## src/hdl/ipms_pkg.sv

```systemverilog
// Shared types and constants of the incremental PID motor speed controller.
`default_nettype none

package ipms_pkg;

    // Field widths fixed by the interface.
    localparam int SPEED_W = 16;
    localparam int ERR_W   = SPEED_W + 1;
    localparam int GAIN_W  = 16;
    localparam int ACC_W   = 32;
    localparam int DRIVE_W = 17;
    // Products of a 17-bit signed gain with error terms of up to 19 bits.
    localparam int PROD_W  = 36;
    // Accumulator plus three products, exact before the clamp.
    localparam int SUM_W   = 38;

    localparam logic [GAIN_W-1:0] GAIN_ERROR_RST     = 16'd150;
    localparam logic [GAIN_W-1:0] GAIN_CHANGE_RST    = 16'd100;
    localparam logic [GAIN_W-1:0] GAIN_CURVATURE_RST = 16'd100;
    localparam logic [GAIN_W-1:0] DRIVE_LIMIT_RST    = 16'd1000;

    typedef enum logic [1:0] {
        CFG_GAIN_ERROR           = 2'd0,
        CFG_GAIN_ERROR_CHANGE    = 2'd1,
        CFG_GAIN_ERROR_CURVATURE = 2'd2,
        CFG_DRIVE_LIMIT          = 2'd3
    } cfg_index_t;

    // Per-motor controller state as kept in the state memory.
    typedef struct packed {
        logic signed [ERR_W-1:0] last_error;
        logic signed [ERR_W-1:0] prior_error;
        logic signed [ACC_W-1:0] drive_acc;
    } ipms_state_t;

endpackage

`default_nettype wire

```

## src/hdl/ipms_ram.sv

```systemverilog
// Generic single-clock RAM with one write port and one registered read port.
`default_nettype none

module ipms_ram #(
    parameter int WIDTH  = 8,
    parameter int DEPTH  = 2,
    parameter int ADDR_W = (DEPTH > 1) ? $clog2(DEPTH) : 1
) (
    input  logic              clk,
    input  logic              we,
    input  logic [ADDR_W-1:0] waddr,
    input  logic [WIDTH-1:0]  wdata,
    input  logic              re,
    input  logic [ADDR_W-1:0] raddr,
    output logic [WIDTH-1:0]  rdata
);

    logic [WIDTH-1:0] mem_reg [DEPTH];
    logic [WIDTH-1:0] rdata_reg;

    // A read at the address being written returns the old contents.
    always_ff @(posedge clk)
    begin
        if (we)
        begin
            mem_reg[waddr] <= wdata;
        end
        if (re)
        begin
            rdata_reg <= mem_reg[raddr];
        end
    end

    assign rdata = rdata_reg;

endmodule

`default_nettype wire

```

## src/hdl/incremental_pid_motor_speed.sv

```systemverilog
// Incremental PID speed controller for NUM_MOTORS motors. Each input beat names a
// motor and carries measured and commanded speed (signed, SPEED_FRAC_BITS fraction
// bits); the output beat carries that motor's new integer PWM drive and a flag set
// when the drive accumulator was clamped to +/- drive_limit. The block takes one
// beat every cycle while the output is not stalled. The state memory has separate
// read and write ports: it is read at the accepting edge and written back from
// stage 2, with forwarding between beats of the same motor, so it never limits
// the rate. Back-pressure on the output holds the whole pipeline. The gains and
// the limit may only be written while no beat is in flight.
`default_nettype none

module incremental_pid_motor_speed
    import ipms_pkg::*;
#(
    parameter int NUM_MOTORS      = 2,
    parameter int SPEED_FRAC_BITS = 8
) (
    input  logic        clk,
    input  logic        rst_n,

    input  logic        s_axis_tvalid,
    output logic        s_axis_tready,
    // Bits 15:0 measured_speed, bits 31:16 commanded_speed.
    input  logic [31:0] s_axis_tdata,
    // Bit 0 motor.
    input  logic [0:0]  s_axis_tuser,

    output logic        m_axis_tvalid,
    input  logic        m_axis_tready,
    // Bits 16:0 drive, bits 23:17 zero.
    output logic [23:0] m_axis_tdata,
    // Bit 0 motor_out, bit 1 limited.
    output logic [1:0]  m_axis_tuser,

    input  logic        cfg_we,
    input  logic [1:0]  cfg_index,
    input  logic [15:0] cfg_data
);

    localparam int AW    = (NUM_MOTORS > 1) ? $clog2(NUM_MOTORS) : 1;
    localparam int ENT_W = $bits(ipms_state_t);

    // Configuration registers.
    logic [GAIN_W-1:0] gain_error_reg;
    logic [GAIN_W-1:0] gain_change_reg;
    logic [GAIN_W-1:0] gain_curv_reg;
    logic [GAIN_W-1:0] drive_limit_reg;

    always_ff @(posedge clk or negedge rst_n)
    begin
        if (!rst_n)
        begin
            gain_error_reg  <= GAIN_ERROR_RST;
            gain_change_reg <= GAIN_CHANGE_RST;
            gain_curv_reg   <= GAIN_CURVATURE_RST;
            drive_limit_reg <= DRIVE_LIMIT_RST;
        end
        else if (cfg_we)
        begin
            case (cfg_index)
                CFG_GAIN_ERROR:           gain_error_reg  <= cfg_data;
                CFG_GAIN_ERROR_CHANGE:    gain_change_reg <= cfg_data;
                CFG_GAIN_ERROR_CURVATURE: gain_curv_reg   <= cfg_data;
                CFG_DRIVE_LIMIT:          drive_limit_reg <= cfg_data;
                default:                  ;
            endcase
        end
    end

    // Pipeline registers.
    logic                     out_valid_reg;
    logic                     adv;
    logic                     in_fire;

    logic                     s1_valid_reg;
    logic                     s1_ok_reg;
    logic                     s1_motor_reg;
    logic signed [ERR_W-1:0]  s1_err_reg;

    logic                     s2_valid_reg;
    logic                     s2_ok_reg;
    logic                     s2_motor_reg;
    logic signed [ERR_W-1:0]  s2_err_reg;
    logic signed [ERR_W-1:0]  s2_e1_reg;
    logic signed [ACC_W-1:0]  s2_acc_reg;
    logic signed [PROD_W-1:0] s2_p0_reg;
    logic signed [PROD_W-1:0] s2_p1_reg;
    logic signed [PROD_W-1:0] s2_p2_reg;

    // Copy of the entry written back at the last advancing edge.
    logic                     w_valid_reg;
    logic                     w_motor_reg;
    ipms_state_t              w_state_reg;

    logic [NUM_MOTORS-1:0]    slot_valid_reg;

    logic                     out_motor_reg;
    logic                     out_limited_reg;
    logic signed [DRIVE_W-1:0] out_drive_reg;

    // The whole pipeline moves when the output register is free or being emptied.
    assign adv           = !out_valid_reg || m_axis_tready;
    assign s_axis_tready = adv;
    assign in_fire       = s_axis_tvalid && adv;

    // Input stage.
    logic signed [SPEED_W-1:0] in_measured;
    logic signed [SPEED_W-1:0] in_target;
    logic                      in_motor;
    logic                      in_ok;
    logic signed [ERR_W-1:0]   s1_err_next;

    assign in_measured = signed'(s_axis_tdata[15:0]);
    assign in_target   = signed'(s_axis_tdata[31:16]);
    assign in_motor    = s_axis_tuser[0];
    assign in_ok       = {31'd0, in_motor} < 32'(NUM_MOTORS);
    assign s1_err_next = ERR_W'(in_target) - ERR_W'(in_measured);

    // State memory.
    logic              ram_we;
    logic [AW-1:0]     ram_waddr;
    logic [ENT_W-1:0]  ram_rdata;
    ipms_state_t       s2_state_next;

    ipms_ram #(
        .WIDTH (ENT_W),
        .DEPTH (NUM_MOTORS)
    ) u_state_ram (
        .clk   (clk),
        .we    (ram_we),
        .waddr (ram_waddr),
        .wdata (s2_state_next),
        .re    (adv),
        .raddr (AW'(in_motor)),
        .rdata (ram_rdata)
    );

    // Stage 1: pick the freshest state, form the error differences and products.
    ipms_state_t               rd_state;
    logic                      s2_hit;
    logic                      w_hit1;
    logic signed [ERR_W-1:0]   e1;
    logic signed [ERR_W-1:0]   e2;
    logic signed [ACC_W-1:0]   s1_acc;
    logic signed [ERR_W:0]     d1;
    logic signed [ERR_W+1:0]   d2;
    logic signed [GAIN_W:0]    g0;
    logic signed [GAIN_W:0]    g1;
    logic signed [GAIN_W:0]    g2;
    logic signed [PROD_W-1:0]  p0_next;
    logic signed [PROD_W-1:0]  p1_next;
    logic signed [PROD_W-1:0]  p2_next;

    // An entry never written reads as zero.
    assign rd_state = slot_valid_reg[AW'(s1_motor_reg)] ? ipms_state_t'(ram_rdata) : '0;
    assign s2_hit   = s2_valid_reg && s2_ok_reg && (s2_motor_reg == s1_motor_reg);
    assign w_hit1   = w_valid_reg && (w_motor_reg == s1_motor_reg);

    always_comb
    begin
        if (s2_hit)
        begin
            e1 = s2_err_reg;
            e2 = s2_e1_reg;
        end
        else if (w_hit1)
        begin
            e1 = w_state_reg.last_error;
            e2 = w_state_reg.prior_error;
        end
        else
        begin
            e1 = rd_state.last_error;
            e2 = rd_state.prior_error;
        end
    end

    // A newer accumulator from the beat now in stage 2 is taken there instead.
    assign s1_acc = w_hit1 ? w_state_reg.drive_acc : rd_state.drive_acc;

    assign d1 = (ERR_W+1)'(s1_err_reg) - (ERR_W+1)'(e1);
    assign d2 = (ERR_W+2)'(s1_err_reg) - ((ERR_W+2)'(e1) <<< 1) + (ERR_W+2)'(e2);

    assign g0 = signed'({1'b0, gain_error_reg});
    assign g1 = signed'({1'b0, gain_change_reg});
    assign g2 = signed'({1'b0, gain_curv_reg});

    assign p0_next = PROD_W'(g0) * PROD_W'(s1_err_reg);
    assign p1_next = PROD_W'(g1) * PROD_W'(d1);
    assign p2_next = PROD_W'(g2) * PROD_W'(d2);

    // Stage 2: accumulate, clamp, write back and scale to PWM counts.
    logic                      w_hit2;
    logic signed [ACC_W-1:0]   acc_old;
    logic signed [SUM_W-1:0]   total;
    logic signed [SUM_W-1:0]   lim;
    logic signed [SUM_W-1:0]   acc_sat;
    logic                      clamp_hi;
    logic                      clamp_lo;
    logic signed [ACC_W-1:0]   acc_new;
    logic [ACC_W-1:0]          acc_mag;
    logic [ACC_W-1:0]          acc_quot;
    logic signed [DRIVE_W-1:0] drive_next;

    assign w_hit2  = w_valid_reg && (w_motor_reg == s2_motor_reg);
    assign acc_old = w_hit2 ? w_state_reg.drive_acc : s2_acc_reg;
    assign total   = SUM_W'(acc_old) + SUM_W'(s2_p0_reg) + SUM_W'(s2_p1_reg)
                   + SUM_W'(s2_p2_reg);
    assign lim     = signed'(SUM_W'(drive_limit_reg) << SPEED_FRAC_BITS);

    assign clamp_hi = total > lim;
    assign clamp_lo = total < -lim;
    assign acc_sat  = clamp_hi ? lim : (clamp_lo ? -lim : total);
    assign acc_new  = acc_sat[ACC_W-1:0];

    // Division by the fraction scale truncates toward zero.
    assign acc_mag    = acc_new[ACC_W-1] ? unsigned'(-acc_new) : unsigned'(acc_new);
    assign acc_quot   = acc_mag >> SPEED_FRAC_BITS;
    assign drive_next = acc_new[ACC_W-1] ? -signed'(acc_quot[DRIVE_W-1:0])
                                         : signed'(acc_quot[DRIVE_W-1:0]);

    always_comb
    begin
        s2_state_next.last_error  = s2_err_reg;
        s2_state_next.prior_error = s2_e1_reg;
        s2_state_next.drive_acc   = acc_new;
    end

    assign ram_we    = adv && s2_valid_reg && s2_ok_reg;
    assign ram_waddr = AW'(s2_motor_reg);

    // Control registers.
    always_ff @(posedge clk or negedge rst_n)
    begin
        if (!rst_n)
        begin
            s1_valid_reg   <= 1'b0;
            s2_valid_reg   <= 1'b0;
            w_valid_reg    <= 1'b0;
            out_valid_reg  <= 1'b0;
            slot_valid_reg <= '0;
        end
        else if (adv)
        begin
            s1_valid_reg  <= in_fire;
            s2_valid_reg  <= s1_valid_reg;
            w_valid_reg   <= s2_valid_reg && s2_ok_reg;
            out_valid_reg <= s2_valid_reg;
            if (ram_we)
            begin
                slot_valid_reg[ram_waddr] <= 1'b1;
            end
        end
    end

    // Payload registers.
    always_ff @(posedge clk)
    begin
        if (adv)
        begin
            s1_ok_reg    <= in_ok;
            s1_motor_reg <= in_motor;
            s1_err_reg   <= s1_err_next;

            s2_ok_reg    <= s1_ok_reg;
            s2_motor_reg <= s1_motor_reg;
            s2_err_reg   <= s1_err_reg;
            s2_e1_reg    <= e1;
            s2_acc_reg   <= s1_acc;
            s2_p0_reg    <= p0_next;
            s2_p1_reg    <= p1_next;
            s2_p2_reg    <= p2_next;

            w_motor_reg  <= s2_motor_reg;
            w_state_reg  <= s2_state_next;

            out_motor_reg <= s2_motor_reg;
            if (s2_ok_reg)
            begin
                out_drive_reg   <= drive_next;
                out_limited_reg <= clamp_hi || clamp_lo;
            end
            else
            begin
                out_drive_reg   <= '0;
                out_limited_reg <= 1'b0;
            end
        end
    end

    assign m_axis_tvalid = out_valid_reg;
    assign m_axis_tdata  = {7'd0, out_drive_reg};
    assign m_axis_tuser  = {out_limited_reg, out_motor_reg};

endmodule

`default_nettype wire

```

## config.mk

```make
export PLATFORM = sky130hd
export DESIGN_NAME = incremental_pid_motor_speed
export DESIGN_NICKNAME = d
export VERILOG_FILES = /design/src/hdl/ipms_pkg.sv /design/src/hdl/ipms_ram.sv /design/src/hdl/incremental_pid_motor_speed.sv
export SDC_FILE = /design/constraint.sdc
export NUM_CORES = 2
export LEC_CHECK = 0
export ABC_CLOCK_PERIOD_IN_PS = 32100
export BUFFER_PORTS_ARGS = -buffer_cell sky130_fd_sc_hd__clkbuf_2
export CAP_MARGIN = 20
export CORE_ASPECT_RATIO = 0.9
export CORE_MARGIN = 2
export CORE_UTILIZATION = 55
export DETAILED_ROUTE_END_ITERATION = 10
export PLACE_DENSITY = 0.71
export SYNTH_ARGS = -nofsm -noshare
export SYNTH_HDL_FRONTEND = slang
export SYNTH_HIERARCHICAL = 1
export SYNTH_SLANG_ARGS = --single-unit
export TNS_END_PERCENT = 1
```

## constraint.sdc

```tcl
create_clock -name clk -period 32.1 [get_ports clk]
set_clock_uncertainty 0.1 [all_clocks]
set_input_delay 0 -clock clk [delete_from_list [all_inputs] [get_ports clk]]
set_output_delay 0 -clock clk [all_outputs]
set_load 0.02 [all_outputs]
```

# After elaboration in Yosys (flattened, before gate mapping)
# Memory sizes are Yosys's and may differ from the RTL's. A register that Yosys moved wholly into a read port is not among the register bits.
# Index checks and enable logic that the tools add are counted.
totals:
  mem_count: 1
  elab_cells: 81
  out_inout_bits: 28
  ramBits: 132
  ff_bits: 344
op_classes:
  add_sub_neg: 10
  mul: 3
  n_eq_ne: 6
  n_reduce_logical: 15
  bitwise: 1
  mux: 17
  n_lt_le_gt_ge: 5
memory_table:
  columns: ["name", "depth", "width", "rd", "rd_clocked_by_memory_dff", "wr", "line_no", "text"]
  rows:
  - ["u_state_ram.mem_reg", 2, 66, 1, 1, 1, "ipms_ram.sv:18", "logic [WIDTH-1:0] mem_reg [DEPTH];"]
ops:
  columns: ["op", "n"]
  rows:
  - ["32-bit 2-to-1 mux", 4]
  - ["17-bit 2-to-1 mux", 5]
  - ["66-bit 2-to-1 mux", 1]
  - ["37-bit by 38-bit less-than comparator with 1-bit output", 1]
  - ["24-bit negator with 38-bit output", 1]
  - ["36-bit by 36-bit adder with 37-bit output", 1]
  - ["37-bit by 25-bit > comparator with 1-bit output", 1]
  - ["35-bit by 35-bit adder with 36-bit output", 1]
  - ["17-bit by 19-bit multiplier with 36-bit output", 1]
  - ["32-bit by 34-bit adder with 35-bit output", 1]
  - ["17-bit by 18-bit multiplier with 35-bit output", 1]
  - ["17-bit by 17-bit multiplier with 34-bit output", 1]
  - ["25-bit 2-to-1 mux", 1]
  - ["25-bit negator", 1]
  - ["19-bit by 17-bit adder with 19-bit output", 1]
  - ["17-bit by 18-bit subtractor with 19-bit output", 1]
  - ["17-bit by 17-bit subtractor with 18-bit output", 1]
  - ["17-bit negator", 1]
  - ["16-bit by 16-bit subtractor with 17-bit output", 1]
  - ["2-bit AND reduction", 5]
  - ["1-bit logical AND", 6]
  - ["1-bit 2-to-1 mux", 5]
  - ["2-bit == test, second input constant", 2]
  - ["1-bit by 2-bit less-than comparator with 1-bit output, second input constant", 2]
  - ["other kinds (8)", 11]

# Longest topological paths before layout
depth:
  ltp_word: 13
  mapped_depth: 46
  mapped_depth_nobuf: 44

# Cells and area by module
# The synthesis kept the hierarchy.
by_module_without_submodules:
  columns: ["module", "cells_each", "area_each_um2", "instances", "seq_area_each_um2"]
  rows:
  - ["incremental_pid_motor_speed", 5620, 53303.6, 1, 10004.6]
  - ["ipms_ram", 273, 6917.9, 1, 5945.7]

# Worst setup path after synthesis
# OpenSTA, ideal clock, no wires.
synth_path:
  kind: "flip-flop to flip-flop"
  startpoint: "register, netlist name w_valid_reg"
  endpoint: "memory u_state_ram/mem_reg[0][0] (netlist name), enable pin"
  period_less_slack_ps: 12853
  slack_ps: 19247
  stages_incl_launch_ff: 4
  t_arrival_ps: 12256
  required_time_ps: 31502
  setup_time_ps: 498
  path_buffers: 0
  path_cell_list: "dfrtp_1 nand2b_1 and2_1 nor2b_1"
synth_lines:
  columns: ["element", "line_no"]
  rows:
  - ["end, declared", "ipms_ram.sv:18"]

# Final worst setup path
layout_path:
  startpoint: "register s2_motor_reg (netlist: ram_waddr)"
  endpoint: "register s2_p2_reg[34], data pin"
layout_via:
  elab_chain_cells: 6
  elab_cells_between_ends: 7
layout_rtl:
  columns: ["element", "line_no", "text"]
  rows:
  - ["start, declared", "incremental_pid_motor_speed.sv:82", "logic s2_motor_reg;"]
  - ["start signal, assigned", "incremental_pid_motor_speed.sv:266", "s2_motor_reg <= s1_motor_reg;"]
  - ["1-bit == test", "incremental_pid_motor_speed.sv:156", "assign s2_hit = s2_valid_reg && s2_ok_reg && (s2_motor_reg == s1_motor_reg);"]
  - ["1-bit logical AND", "incremental_pid_motor_speed.sv:156", null]
  - ["17-bit 2-to-1 mux", "incremental_pid_motor_speed.sv:161", "if (s2_hit)"]
  - ["named net e1[1]", "incremental_pid_motor_speed.sv:142", "logic signed [ERR_W-1:0] e1;"]
  - ["17-bit by 18-bit subtractor with 19-bit output", "incremental_pid_motor_speed.sv:182", "assign d2 = (ERR_W+2)'(s1_err_reg) - ((ERR_W+2)'(e1) <<< 1) + (ERR_W+2)'(e2);"]
  - ["19-bit by 17-bit adder with 19-bit output", "incremental_pid_motor_speed.sv:182", null]
  - ["17-bit by 19-bit multiplier with 36-bit output", "incremental_pid_motor_speed.sv:190", "assign p2_next = PROD_W'(g2) * PROD_W'(d2);"]
  - ["named net p2_next[34]", "incremental_pid_motor_speed.sv:152", "logic signed [PROD_W-1:0] p2_next;"]
  - ["end signal, assigned", "incremental_pid_motor_speed.sv:272", "s2_p2_reg <= p2_next;"]
  - ["end, declared", "incremental_pid_motor_speed.sv:88", "logic signed [PROD_W-1:0] s2_p2_reg;"]
# The timed path passes the listed nets, and every way through them passes these cells.
# A chain may end at the register's enable or synchronous reset.

==> flow_summary.yaml <==
finish:
  area_growth_pct: 8.279
  layout.nets: 7361
  drive_above_1_share: 0.07999
  largest_reg_flops: 132
route:
  wl_per_cell_microns: 21.11
  wirelength_microns: 158100
  postRouteAntennaNets: 0
  first_pass_iters: 7
  drt_iter0_markers: 3554
  vias: 42156
  drc: 0
  routed_via_density: 5.628
worst_setup_path:
  slowest_stage: "o31ai_1"
  startpoint_type: "register"
  cpPeakStageDelay_ns: 0.77
  endpoint_kind: "register"
  cp.required_ns: 32.40
  cp.arrival_ns: 14.06
  crit_type: "reg2reg"
  crit_fanout: 31
  path_common_cell: "o21ai_0"
clocking:
  clkSinkCount: 542
  cts_tree: "done"
  cts_buffer_depth: 3
  clk_root_buffer_cell: "clkbuf_16"
  clk_pin_slew_worst_paths_ns: 0.06
  postCtsSetupRepairBufs: 0
  htreeDepth: 2
  clk_latency_ns: 0.67
  numCtsBuffers: 60
outcome:
  status: "finished clean"
placement:
  dp_hpwl_microns: 120200
  gp_congestion: 0.9541
  dpl_worst_slack_ns: 18.77
  portBuffers: 76
timing:
  setup_viol: 0
  slew_viol_final: 0
  rsz0062_at_grt: "no"
  worstMarginPinSlew_ns: 1.189
  fin_crit_ns: 13.76
  slew_headroom: 0.2036
  post-route-period-util: 0.4287
  max_freq_mhz: 72.67
  fin_setup_tns_ns: 0
  finalHoldViolCount: 0
  setup_ws_ns: 18.34
yosys:
  synthArstFlopShare: 0.1273
  ys.flop_type: "edfxtp_1"
  ys_top_cells_by_area: "fa_1 (30%), edfxtp_1 (24%), ha_1 (9.1%), inv_1 (8.0%), nand2_1 (4.2%)"
  synth_edf_count: 473
  syn_area_per_cell_sq_um: 10.22
  ys_seq_area_frac: 0.2649
  syn_inst: 5893
  synth_top_area_share: 0.2962
  synth.distinct_cells: 99
  syn-cell-area_sq_um: 60220
  post-synth-top-area-cell: "fa_1"
  yosys_warnings: 6
  ys_ff_latch: 542
die:
  die-area_sq_um: 112200
  start_util: 0.5529
  io_pins: 84
  die_x_microns: 352.8
  die_h_microns: 317.9
  core-area_sq_um: 108900
  fp-row-count: 115
grt:
  antenna_found_initial: 5
  track_usage: 0.2907
  grt_pass1_wl_microns: 252500
  grt_max_degree: 80
  grt-ovfl-total: 0
  grt_pass1_vias: 44284
job:
  cap_violations: 0
worst_hold_path:
  holdCritPathClass: "in2reg"
[per-stage QoR]
step	util	hold WS, ns	area [sq um]	std cells
detailed placement	0.5710	-0.02380	62200	7288
global route	0.5986	0.06291	65210	7490
CTS	0.5980	0.03014	65140	7485
finish	0.5987	0.05308	65210	7491
floorplan	-	-0.3956	60240	5899
global placement	0.5708	-0.02865	62170	7287
[metal layers]
layer | routed length, microns | GRT usage | vias up
met5 | 13 | 0 | -
li1 | - | - | 18694
met2 | 71700 | 0.4564 | 1575
met4 | 8638 | 0.1381 | 2
met3 | 11400 | 0.04109 | 321
met1 | 66400 | 0.4009 | 21564
[repair_timing]
item | 4_1_cts | 5_1_grt
hold buffers | 84 | 0
gates resized for setup | 0 | 0
hold endpoints to repair | 168 | 0
[worst max-delay path, delay by kind of cell (launching register included)]
kind	cells	cell delay (ns)
AO/OA/AOI/OAI	23	6.70
adder cells (fa/ha/maj)	9	3.97
AND/OR/NAND/NOR	4	1.16
buffers and inverters	5	0.54
flip-flops	1	0.52
XOR/XNOR	3	0.52
[path summary, 6_finish.rpt]
kind | from | endpoint | slack (ns) | cells after the start
min reg2reg | slot_valid_reg[0] | slot_valid_reg[0] | 0.36 | 1
max reg2reg | ram_waddr | s2_p2_reg[34] | 18.34 | 44
max in group asynchronous | rst_n | drive_limit_reg[6] | 30.88 | 4
min | s_axis_tvalid | s1_valid_reg | 0.05 | 3
max | ram_waddr | s2_p2_reg[34] | 18.34 | 44
min in group asynchronous | rst_n | gain_error_reg[1] | 0.46 | 3
[cell usage after synthesis, drive strengths merged, types with 7 or more instances]
| cell | number |
|---|---|
| inv | 1292 |
| fa | 891 |
| nand2 | 677 |
| edfxtp | 473 |
| ha | 439 |
| and2 | 385 |
| clkbuf | 184 |
| nor2 | 178 |
| a21oi | 153 |
| xnor2 | 141 |
| mux2 | 140 |
| o21ai | 133 |
| nand3 | 106 |
| dfrtp | 53 |
| a21o | 46 |
| nor3 | 46 |
| nand2b | 41 |
| buf | 36 |
| a21boi | 34 |
| mux2i | 34 |
| xor2 | 34 |
| o21a | 31 |
| a211oi | 27 |
| nor2b | 27 |
| or3 | 22 |
| a31o | 21 |
| and3 | 21 |
| o21bai | 21 |
| nand4 | 17 |
| dfstp | 16 |
| o31ai | 15 |
| nor4 | 14 |
| o211ai | 14 |
| a31oi | 13 |
| a211o | 9 |
| o41ai | 8 |
| a2111oi | 7 |
| maj3 | 7 |
| o2111ai | 7 |
[area by class of cell]
type / instances / area (sq um)
antenna: 3 / 7.507
clock buffer: 75 / 1588
clock inverter: 38 / 494.2
fill: 9046 / 43720
inverter: 1293 / 4853
multi-input combinational: 3844 / 38630
sequential: 542 / 15950
tap: 1462 / 1829
timing repair buffer: 234 / 1859
[cell families (layout without fill, tap and decap cells)]
| group | count (synthesis) | count (layout) | share of synthesized area |
|---|---|---|---|
| AOI/OAI and AO/OA | 589 | 589 | 0.06570 |
| adders and majority gates | 1337 | 1337 | 0.3886 |
| xor gates and xnor gates | 175 | 175 | 0.02545 |
| other | 1 | 10 | 0.00006227 |
| and+or+nand+nor | 1562 | 1562 | 0.1251 |
| DFF | 542 | 542 | 0.2649 |
| muxes | 174 | 174 | 0.03432 |
| buffers and inverters | 1513 | 1640 | 0.09599 |
[cell usage in the layout (no fill, tap or decap), types with 26 or more instances in the layout]
master,instances
mux2i_1,34
mux2_2,100
edfxtp_1,473
a21boi_0,34
clkbuf_2,74
a21oi_1,152
xor2_1,33
ha_1,439
clkbuf_16,60
o21ai_0,122
mux2_4,40
nor2b_1,26
nor3_1,44
fa_1,891
nor2_1,166
dfrtp_1,53
inv_1,1289
nand3_1,105
buf_4,73
dlygate4sd3_1,83
nand2_1,674
and2_1,383
a21o_1,46
xnor2_1,135
o21a_1,31
nand2b_1,40
Power is left out: the tool's default activity adds up to more than one toggle a clock period on the data nets, which glitch-free logic cannot reach.
